File: config.mk
export PLATFORM = sky130hd
export DESIGN_NAME = accumulator_index_alu_flags_top_flat
export DESIGN_NICKNAME = d
export VERILOG_FILES = /design/src/rtl/aiaf_pkg.sv /design/src/rtl/aiaf_if.sv /design/src/rtl/accumulator_index_alu_flags_top.sv /design/src/rtl/aiaf_alu.sv /design/src/flat_wrapper.sv
export SDC_FILE = /design/constraint.sdc
export NUM_CORES = 1
export LEC_CHECK = 0
export BUFFER_PORTS_ARGS = -buffer_cell sky130_fd_sc_hd__buf_4
export CORE_ASPECT_RATIO = 0.5
export CORE_UTILIZATION = 55
export DETAILED_ROUTE_END_ITERATION = 16
export GPL_TIMING_DRIVEN = 0
export PLACE_DENSITY = 0.78
export REMOVE_ABC_BUFFERS = 1
export SLEW_MARGIN = 0
export SYNTH_ARGS = -nofsm -noshare
export SYNTH_HDL_FRONTEND = slang
export SYNTH_SLANG_ARGS = --single-unit
File: constraint.sdc
create_clock -name clk -period 4.3 [get_ports clk]
set_input_delay 0.645 -clock clk [delete_from_list [all_inputs] [get_ports clk]]
set_output_delay 0.645 -clock clk [all_outputs]
set_load 0.005 [all_outputs]
File: src/rtl/aiaf_pkg.sv
`default_nettype none

package aiaf_pkg;

  // Operation codes carried in the mode field
  localparam logic [3:0] MODE_LDA    = 4'd0;
  localparam logic [3:0] MODE_LDX    = 4'd1;
  localparam logic [3:0] MODE_LDY    = 4'd2;
  localparam logic [3:0] MODE_SETP   = 4'd3;
  localparam logic [3:0] MODE_ADD    = 4'd4;
  localparam logic [3:0] MODE_SUB    = 4'd5;
  localparam logic [3:0] MODE_CMPA   = 4'd6;
  localparam logic [3:0] MODE_CMPX   = 4'd7;
  localparam logic [3:0] MODE_CMPY   = 4'd8;
  localparam logic [3:0] MODE_BIT    = 4'd9;
  localparam logic [3:0] MODE_ACCCHG = 4'd10;
  localparam logic [3:0] MODE_MEMCHG = 4'd11;

  // Change kinds for increment/decrement/shift/rotate
  localparam logic [2:0] CHG_INC = 3'd0;
  localparam logic [2:0] CHG_DEC = 3'd1;
  localparam logic [2:0] CHG_SHL = 3'd2;
  localparam logic [2:0] CHG_SHR = 3'd3;
  localparam logic [2:0] CHG_ROL = 3'd4;

  // Status bit positions
  localparam int unsigned FLAG_N_BIT = 7;
  localparam int unsigned FLAG_V_BIT = 6;
  localparam int unsigned FLAG_M_BIT = 5;
  localparam int unsigned FLAG_X_BIT = 4;
  localparam int unsigned FLAG_Z_BIT = 1;
  localparam int unsigned FLAG_C_BIT = 0;

  // Masks that clear groups of status bits
  localparam logic [7:0] CLR_NZ   = 8'h7d;
  localparam logic [7:0] CLR_VC   = 8'hbe;
  localparam logic [7:0] CLR_NVZ  = 8'h3d;

  // One operation request
  typedef struct packed {
    logic [3:0]  mode;
    logic [15:0] operand;
    logic        op_wide;
    logic [2:0]  chg_sel;
  } aiaf_item_t;

  // Architectural register file
  typedef struct packed {
    logic [15:0] acc;
    logic [15:0] x;
    logic [15:0] y;
    logic [7:0]  flags;
  } aiaf_regs_t;

endpackage

`default_nettype wire

File: src/rtl/aiaf_if.sv
`default_nettype none

// Operation request channel
interface aiaf_cmd_if;
  logic        valid;
  logic        ready;
  logic [3:0]  mode;
  logic [15:0] operand;
  logic        op_wide;
  logic [2:0]  chg_sel;

  modport source (output valid, mode, operand, op_wide, chg_sel, input ready);
  modport sink   (input valid, mode, operand, op_wide, chg_sel, output ready);
endinterface

// Result channel
interface aiaf_res_if;
  logic        valid;
  logic        ready;
  logic [15:0] acc_out;
  logic [15:0] index_x_out;
  logic [15:0] index_y_out;
  logic [7:0]  flags_out;
  logic [15:0] mem_result;

  modport source (output valid, acc_out, index_x_out, index_y_out, flags_out, mem_result,
                  input ready);
  modport sink   (input valid, acc_out, index_x_out, index_y_out, flags_out, mem_result,
                  output ready);
endinterface

`default_nettype wire

File: src/rtl/accumulator_index_alu_flags_top.sv
`default_nettype none

// Channel  Direction  Payload
// cmd      in         mode, operand, op_wide, chg_sel
// res      out        acc_out, index_x_out, index_y_out, flags_out, mem_result
//
// A request is captured in an input register; from there it runs through
// the ALU against the architectural registers and lands in the result register.
// One request per cycle is sustained while the result channel does not stall.
// Registers and status update once per request, so flags feed the next one directly.
// A stalled result holds the ALU stage; cmd.ready drops only when both stages are full.
// Reset (rst, synchronous) clears A, X, Y, status and both valid flags.

module accumulator_index_alu_flags_top (
  input  wire       clk,
  input  wire       rst,
  aiaf_cmd_if.sink  cmd,
  aiaf_res_if.source res
);
  import aiaf_pkg::*;

  logic       s1_valid;
  aiaf_item_t s1_item;
  aiaf_regs_t regs;
  aiaf_regs_t regs_next;
  logic [15:0] mem_next;
  logic       advance;

  assign advance   = s1_valid & (~res.valid | res.ready);
  assign cmd.ready = ~s1_valid | ~res.valid | res.ready;

  // Input register
  always_ff @(posedge clk) begin
    if (rst) begin
      s1_valid <= 1'b0;
    end else if (cmd.valid && cmd.ready) begin
      s1_valid <= 1'b1;
    end else if (advance) begin
      s1_valid <= 1'b0;
    end
  end

  always_ff @(posedge clk) begin
    if (cmd.valid && cmd.ready) begin
      s1_item <= '{mode: cmd.mode, operand: cmd.operand, op_wide: cmd.op_wide,
                   chg_sel: cmd.chg_sel};
    end
  end

  aiaf_alu u_alu (
    .item       (s1_item),
    .regs       (regs),
    .regs_next  (regs_next),
    .mem_result (mem_next)
  );

  // Architectural state
  always_ff @(posedge clk) begin
    if (rst) begin
      regs <= '0;
    end else if (advance) begin
      regs <= regs_next;
    end
  end

  // Result register
  always_ff @(posedge clk) begin
    if (rst) begin
      res.valid <= 1'b0;
    end else if (advance) begin
      res.valid <= 1'b1;
    end else if (res.ready) begin
      res.valid <= 1'b0;
    end
  end

  always_ff @(posedge clk) begin
    if (advance) begin
      res.acc_out     <= regs_next.acc;
      res.index_x_out <= regs_next.x;
      res.index_y_out <= regs_next.y;
      res.flags_out   <= regs_next.flags;
      res.mem_result  <= mem_next;
    end
  end

endmodule

`default_nettype wire

File: src/rtl/aiaf_alu.sv
`default_nettype none

module aiaf_alu (
  input  aiaf_pkg::aiaf_item_t item,
  input  aiaf_pkg::aiaf_regs_t regs,
  output aiaf_pkg::aiaf_regs_t regs_next,
  output logic [15:0]          mem_result
);
  import aiaf_pkg::*;

  // Update N and Z from a value at the given width
  function automatic logic [7:0] set_nz(input logic [7:0] f, input logic [15:0] v,
                                        input logic wide);
    logic [7:0] r;
    r = f & CLR_NZ;
    if (wide) begin
      r[FLAG_Z_BIT] = (v == 16'h0000);
      r[FLAG_N_BIT] = v[15];
    end else begin
      r[FLAG_Z_BIT] = (v[7:0] == 8'h00);
      r[FLAG_N_BIT] = v[7];
    end
    return r;
  endfunction

  function automatic logic [15:0] width_mask(input logic [15:0] v, input logic wide);
    return wide ? v : {8'h00, v[7:0]};
  endfunction

  logic        acc_wide;
  logic        idx_wide;
  logic        cin;

  // Shared change unit (inc/dec/shift/rotate) for accumulator and memory
  logic [15:0] chg_old;
  logic        chg_wide;
  logic [15:0] chg_val;
  logic [7:0]  chg_flags;

  // Adder for add/subtract
  logic [15:0] add_a;
  logic [15:0] add_b;
  logic [16:0] add_sum;
  logic        add_sign_a;
  logic        add_sign_b;
  logic        add_sign_s;
  logic        add_carry;

  // Compare path
  logic [15:0] cmp_reg;
  logic [15:0] cmp_r;
  logic [15:0] cmp_o;
  logic [15:0] cmp_diff;

  assign acc_wide = ~regs.flags[FLAG_M_BIT];
  assign idx_wide = ~regs.flags[FLAG_X_BIT];
  assign cin      = regs.flags[FLAG_C_BIT];

  // Change unit
  always_comb begin
    chg_old   = (item.mode == MODE_MEMCHG) ? item.operand : regs.acc;
    chg_wide  = (item.mode == MODE_MEMCHG) ? item.op_wide : acc_wide;
    chg_flags = regs.flags;
    case (item.chg_sel)
      CHG_INC: chg_val = width_mask(chg_old + 16'd1, chg_wide);
      CHG_DEC: chg_val = width_mask(chg_old - 16'd1, chg_wide);
      CHG_SHL: begin
        chg_val = width_mask({chg_old[14:0], 1'b0}, chg_wide);
        chg_flags[FLAG_C_BIT] = chg_wide ? chg_old[15] : chg_old[7];
      end
      CHG_SHR: begin
        chg_val = width_mask(chg_old, chg_wide) >> 1;
        chg_flags[FLAG_C_BIT] = chg_old[0];
      end
      CHG_ROL: begin
        chg_val = width_mask({chg_old[14:0], cin}, chg_wide);
        chg_flags[FLAG_C_BIT] = chg_wide ? chg_old[15] : chg_old[7];
      end
      default: chg_val = 16'h0000;
    endcase
    chg_flags = set_nz(chg_flags, chg_val, chg_wide);
  end

  // Binary add; subtract adds the ones' complement
  always_comb begin
    add_a      = width_mask(regs.acc, acc_wide);
    add_b      = width_mask((item.mode == MODE_SUB) ? ~item.operand : item.operand, acc_wide);
    add_sum    = {1'b0, add_a} + {1'b0, add_b} + {16'h0000, cin};
    add_sign_a = acc_wide ? add_a[15] : add_a[7];
    add_sign_b = acc_wide ? add_b[15] : add_b[7];
    add_sign_s = acc_wide ? add_sum[15] : add_sum[7];
    add_carry  = acc_wide ? add_sum[16] : add_sum[8];
  end

  // Compare subtract at the requested width
  always_comb begin
    case (item.mode)
      MODE_CMPX: cmp_reg = regs.x;
      MODE_CMPY: cmp_reg = regs.y;
      default:   cmp_reg = regs.acc;
    endcase
    cmp_r    = width_mask(cmp_reg, item.op_wide);
    cmp_o    = width_mask(item.operand, item.op_wide);
    cmp_diff = cmp_r - cmp_o;
  end

  // Per-operation register update
  always_comb begin
    regs_next  = regs;
    mem_result = 16'h0000;
    case (item.mode)
      MODE_LDA: begin
        regs_next.acc   = acc_wide ? item.operand : {regs.acc[15:8], item.operand[7:0]};
        regs_next.flags = set_nz(regs.flags, regs_next.acc, acc_wide);
      end
      MODE_LDX: begin
        regs_next.x     = width_mask(item.operand, idx_wide);
        regs_next.flags = set_nz(regs.flags, regs_next.x, idx_wide);
      end
      MODE_LDY: begin
        regs_next.y     = width_mask(item.operand, idx_wide);
        regs_next.flags = set_nz(regs.flags, regs_next.y, idx_wide);
      end
      MODE_SETP: begin
        regs_next.flags = item.operand[7:0];
        if (item.operand[FLAG_X_BIT]) begin
          regs_next.x = {8'h00, regs.x[7:0]};
          regs_next.y = {8'h00, regs.y[7:0]};
        end
      end
      MODE_ADD, MODE_SUB: begin
        regs_next.acc   = acc_wide ? add_sum[15:0] : {regs.acc[15:8], add_sum[7:0]};
        regs_next.flags = set_nz(regs.flags, regs_next.acc, acc_wide) & CLR_VC;
        regs_next.flags[FLAG_V_BIT] = ~(add_sign_a ^ add_sign_b) & (add_sign_a ^ add_sign_s);
        regs_next.flags[FLAG_C_BIT] = add_carry;
      end
      MODE_CMPA, MODE_CMPX, MODE_CMPY: begin
        regs_next.flags = set_nz(regs.flags, cmp_diff, item.op_wide);
        regs_next.flags[FLAG_C_BIT] = (cmp_r >= cmp_o);
      end
      MODE_BIT: begin
        regs_next.flags = regs.flags & CLR_NVZ;
        regs_next.flags[FLAG_Z_BIT] =
          (width_mask(regs.acc & item.operand, acc_wide) == 16'h0000);
        regs_next.flags[FLAG_N_BIT] = acc_wide ? item.operand[15] : item.operand[7];
        regs_next.flags[FLAG_V_BIT] = acc_wide ? item.operand[14] : item.operand[6];
      end
      MODE_ACCCHG: begin
        regs_next.acc   = acc_wide ? chg_val : {regs.acc[15:8], chg_val[7:0]};
        regs_next.flags = chg_flags;
      end
      MODE_MEMCHG: begin
        regs_next.flags = chg_flags;
        mem_result      = chg_val;
      end
      default: ;
    endcase
  end

endmodule

`default_nettype wire

File: src/flat_wrapper.sv
// flat-port wrapper written by rule: the top's interface ports become plain ports
module accumulator_index_alu_flags_top_flat import aiaf_pkg::*;
  (clk, rst, cmd_valid, cmd_mode, cmd_operand, cmd_op_wide, cmd_chg_sel, cmd_ready, res_valid, res_acc_out, res_index_x_out, res_index_y_out, res_flags_out, res_mem_result, res_ready);
  aiaf_cmd_if cmd_i ();
  aiaf_res_if res_i ();
  input  wire clk;
  input  wire rst;
  input wire logic [$bits(cmd_i.valid)-1:0] cmd_valid;
  input wire logic [$bits(cmd_i.mode)-1:0] cmd_mode;
  input wire logic [$bits(cmd_i.operand)-1:0] cmd_operand;
  input wire logic [$bits(cmd_i.op_wide)-1:0] cmd_op_wide;
  input wire logic [$bits(cmd_i.chg_sel)-1:0] cmd_chg_sel;
  output wire logic [$bits(cmd_i.ready)-1:0] cmd_ready;
  output wire logic [$bits(res_i.valid)-1:0] res_valid;
  output wire logic [$bits(res_i.acc_out)-1:0] res_acc_out;
  output wire logic [$bits(res_i.index_x_out)-1:0] res_index_x_out;
  output wire logic [$bits(res_i.index_y_out)-1:0] res_index_y_out;
  output wire logic [$bits(res_i.flags_out)-1:0] res_flags_out;
  output wire logic [$bits(res_i.mem_result)-1:0] res_mem_result;
  input wire logic [$bits(res_i.ready)-1:0] res_ready;
  assign cmd_i.valid = cmd_valid;
  assign cmd_i.mode = cmd_mode;
  assign cmd_i.operand = cmd_operand;
  assign cmd_i.op_wide = cmd_op_wide;
  assign cmd_i.chg_sel = cmd_chg_sel;
  assign cmd_ready = cmd_i.ready;
  assign res_valid = res_i.valid;
  assign res_acc_out = res_i.acc_out;
  assign res_index_x_out = res_i.index_x_out;
  assign res_index_y_out = res_i.index_y_out;
  assign res_flags_out = res_i.flags_out;
  assign res_mem_result = res_i.mem_result;
  assign res_i.ready = res_ready;
  accumulator_index_alu_flags_top u_core (.clk(clk), .rst(rst), .cmd(cmd_i), .res(res_i));
endmodule
==> impl_metrics.yaml <==
clocking:
  cts_tree: "built"
  clkTransAtPathRegs_ps: 80
  clock_latency_ps: 450
  numCtsBuffers: 17
  cts_max_path_buffers: 2
  cts_root_buf: "clkbuf_16"
  h-tree-depth: 4
  cts.sinks: 154
drt:
  drt_pass1_iterations: 6
  wl_per_cell_um: 22.7
  drc: 0
  avgViaCountPerCell: 6.67
  initialDrtViolationCount: 1487
  drt-total-wl_um: 35600
  routed-via-count: 10400
  ant_nets: 0
timing:
  timing.final.crit_period_ps: 4190
  worst_slack_ps: 110
  tightest_slew_ps: 1320
  clock.fmax_mhz: 239
  finalHoldViolations: 0
  finalMaxSlewViolations: 0
  fin_crit_sh_pct: 97.4
  setup_viol: 0
  tns_ps: 0
  max-slew-margin-rel_pct: 11.3
  finClkSkew_ps: 10.8
placement:
  gp_congestion: 0.972
  place_hpwl_um: 24400
  dp_slack_ps: -1760
  io_buffers: 101
finish:
  diodes: 0
  syn2layout_area_growth_pct: 19.1
  drive_gt1_share_pct: 20.4
  final_cell_mix: "151 x nor2_1, 137 x buf_4, 116 x nand2_1, 96 x edfxtp_1, 92 x a21oi_1"
  layout_commonest_cell: "nor2_1"
  nets: 1354
global_route:
  grt_usage_pct: 35.7
  grt_antenna_before_repair: 0
  grt_pass1_wl_um: 53500
  grt_max_degree: 75
  grt_pass1_vias: 9433
  gr-total-overflow: 0
setup_path:
  start_kind: "flop"
  worstSetupPathType: "flop to flop"
  crit_path_end_kind: "flop"
  cp_data_required_time_ps: 4650
  rr_worst_depth: 17
  crit_path_max_fanout: 8
  worstReg2RegStart: "u_core.s1_item[20]"
  reg2reg_slack_ps: 110
  r2r-end: "u_core.regs[1]"
  worstPathArrival_ps: 4540
floorplanning:
  die_area_um2: 19700
  start_util_pct: 56.7
  dieHeight_um: 99.7
  die_x_um: 197
  fp.coreArea_um2: 18500
  num_rows: 35
  io_pins: 102
run:
  cap_violations: 0
synth:
  synthesis.instances: 1214
  synth_area_leader_cell: "edfxtp_1"
  ys_dominant_reg_cell: "edfxtp_1"
  synth_area_um2: 10500
  avgSynthCellArea_um2: 8.65
  postSynth.asyncResetShare_pct: 0
  ys_seq_area_share_pct: 38.5
  ys_seq_elements: 154
  synth_edf_count: 96
  yosysTopAreaCellShare_pct: 27.5
  synth_area_leaders: "edfxtp_1 27%, dfxtp_1 11%, nor2_1 5.5%"
  yosys_warnings: 0
  synth_cell_types: 79
power:
  p_comb_share_pct: 21.6
  peakVddDrop_mv: 0.299
  power.density_nw_per_um2: 344
  intPower_uw: 2900
  swShare_pct: 32.6
  p_switching_uw: 1400
  seqPwrFrac_pct: 41.5
  p_leak_uw: 0.00474
  pwr-share-clk_pct: 36.8
min_path:
  hold_depth: 1
  min_to: "u_core.s1_item[9]"
  hold_path_class: "input port to flop"
  holdCritStartpoint: "cmd_operand[5]"
outcome:
  status: "complete, no violations"
## cell usage after synthesis, types with 20 or more instances
library cell  number
a21oi_1           98
a22oi_1           28
clkbuf_1          70
dfxtp_1           58
edfxtp_1          96
ha_1              33
inv_1             20
mux2_2            25
nand2_1          117
nand3_1           28
nor2_1           154
nor2b_1           22
nor3_1            53
o21ai_0           49
xnor2_1           31
## layer usage
| metal | GRT usage, % | vias up | wire (um) |
|---|---|---|---|
| met5 | 0 | - | 0 |
| met4 | 10.5 | 0 | 530 |
| met3 | 9.09 | 65 | 4710 |
| met2 | 51.9 | 718 | 15100 |
| met1 | 52.0 | 4977 | 15200 |
| li1 | - | 4671 | - |
## cell families (layout without fill, tap and decap cells)
logic type                 count (synthesis)  after routing  synth area share (%)
adders and majority gates                 35             35                  4.32
xor gates and xnor gates                  46             46                  3.84
buffers and inverters                    109            198                  4.10
DFF                                      154            154                  38.5
muxes                                     47             47                  5.01
AOI/OAI and AO/OA                        335            335                  21.5
and+or+nand+nor                          488            489                  22.7
## registers in the layout (all words and copies together), names as in the netlist
register,cells
u_core.regs,56
u_core.s1_item,24
u_core.res.acc_out,16
u_core.res.index_x_out,16
u_core.res.index_y_out,16
u_core.res.mem_result,16
u_core.res.flags_out,8
u_core.res.valid,1
u_core.s1_valid,1
## power by group through the flow
| stage | Sequential (uW) | Combinational, uW | Clock, uW |
|---|---|---|---|
| detailed placement | 1820 | 815 | 0 |
| CTS | 1780 | 848 | 1590 |
| global route | 1790 | 1000 | 1650 |
| floorplan | 1770 | 561 | 0 |
| finish | 1790 | 931 | 1590 |
| global placement | 1820 | 799 | 0 |
## critical path, stage by stage, from the launching register on
cell and delay (ps):
edfxtp_1 530, buf_4 220, nor4b_4 260, buf_6 180, nor2_4 60, nand2_1 90, nand2_1 70, ha_1 310
nor2b_1 160, o211ai_1 430, buf_4 210, a211oi_2 70, or3_1 370, a22oi_2 170, o2111ai_2 180, o31ai_4 400
a31oi_2 100, a311oi_1 280
## final cells by class
type	count	area (um^2)
multi-input cells	952	6280
fillers	1498	6030
flip-flops and latches	154	4050
repair buffers	144	1160
clock buffers	19	454
well taps	259	324
clock inverters	13	153
inverters	22	87.6
## per-stage QoR
stage	power, uW	hold slack [ps]	instances	area (um^2)	utilization [%]
6_report	4300	369	1563	12500	67.5
2_1_floorplan	2330	441	1127	10100	-
5_1_grt	4440	361	1563	12500	67.5
4_1_cts	4220	364	1540	12100	65.6
3_3_place_gp	2620	455	1487	11200	60.6
3_5_place_dp	2630	465	1493	11400	61.3
## repair_timing
| action | CTS | global route |
|---|---|---|
| pin swaps | 3 | 7 |
| cloned | 0 | 1 |
| resized for setup | 14 | 38 |
| setup endpoints to repair | 18 | 9 |
| hold buffers | 0 | 0 |
| setup buffers | 15 | 22 |
## worst max path at each step
stage,startpoint,to,slack [ps],cells past startpoint
6_report,u_core.s1_item[20],u_core.regs[1],110,17
3_5_place_dp,u_core.s1_item[20],u_core.regs[1],-1760,15
5_1_grt,u_core.s1_item[20],u_core.regs[1],-30,17
3_3_place_gp,res_ready,u_core.res.acc_out[7],-3720,4
2_1_floorplan,res_ready,u_core.res.acc_out[0],-1240,3
4_1_cts,u_core.s1_item[22],u_core.regs[1],20,14
(Power assumes the default switching activity.)
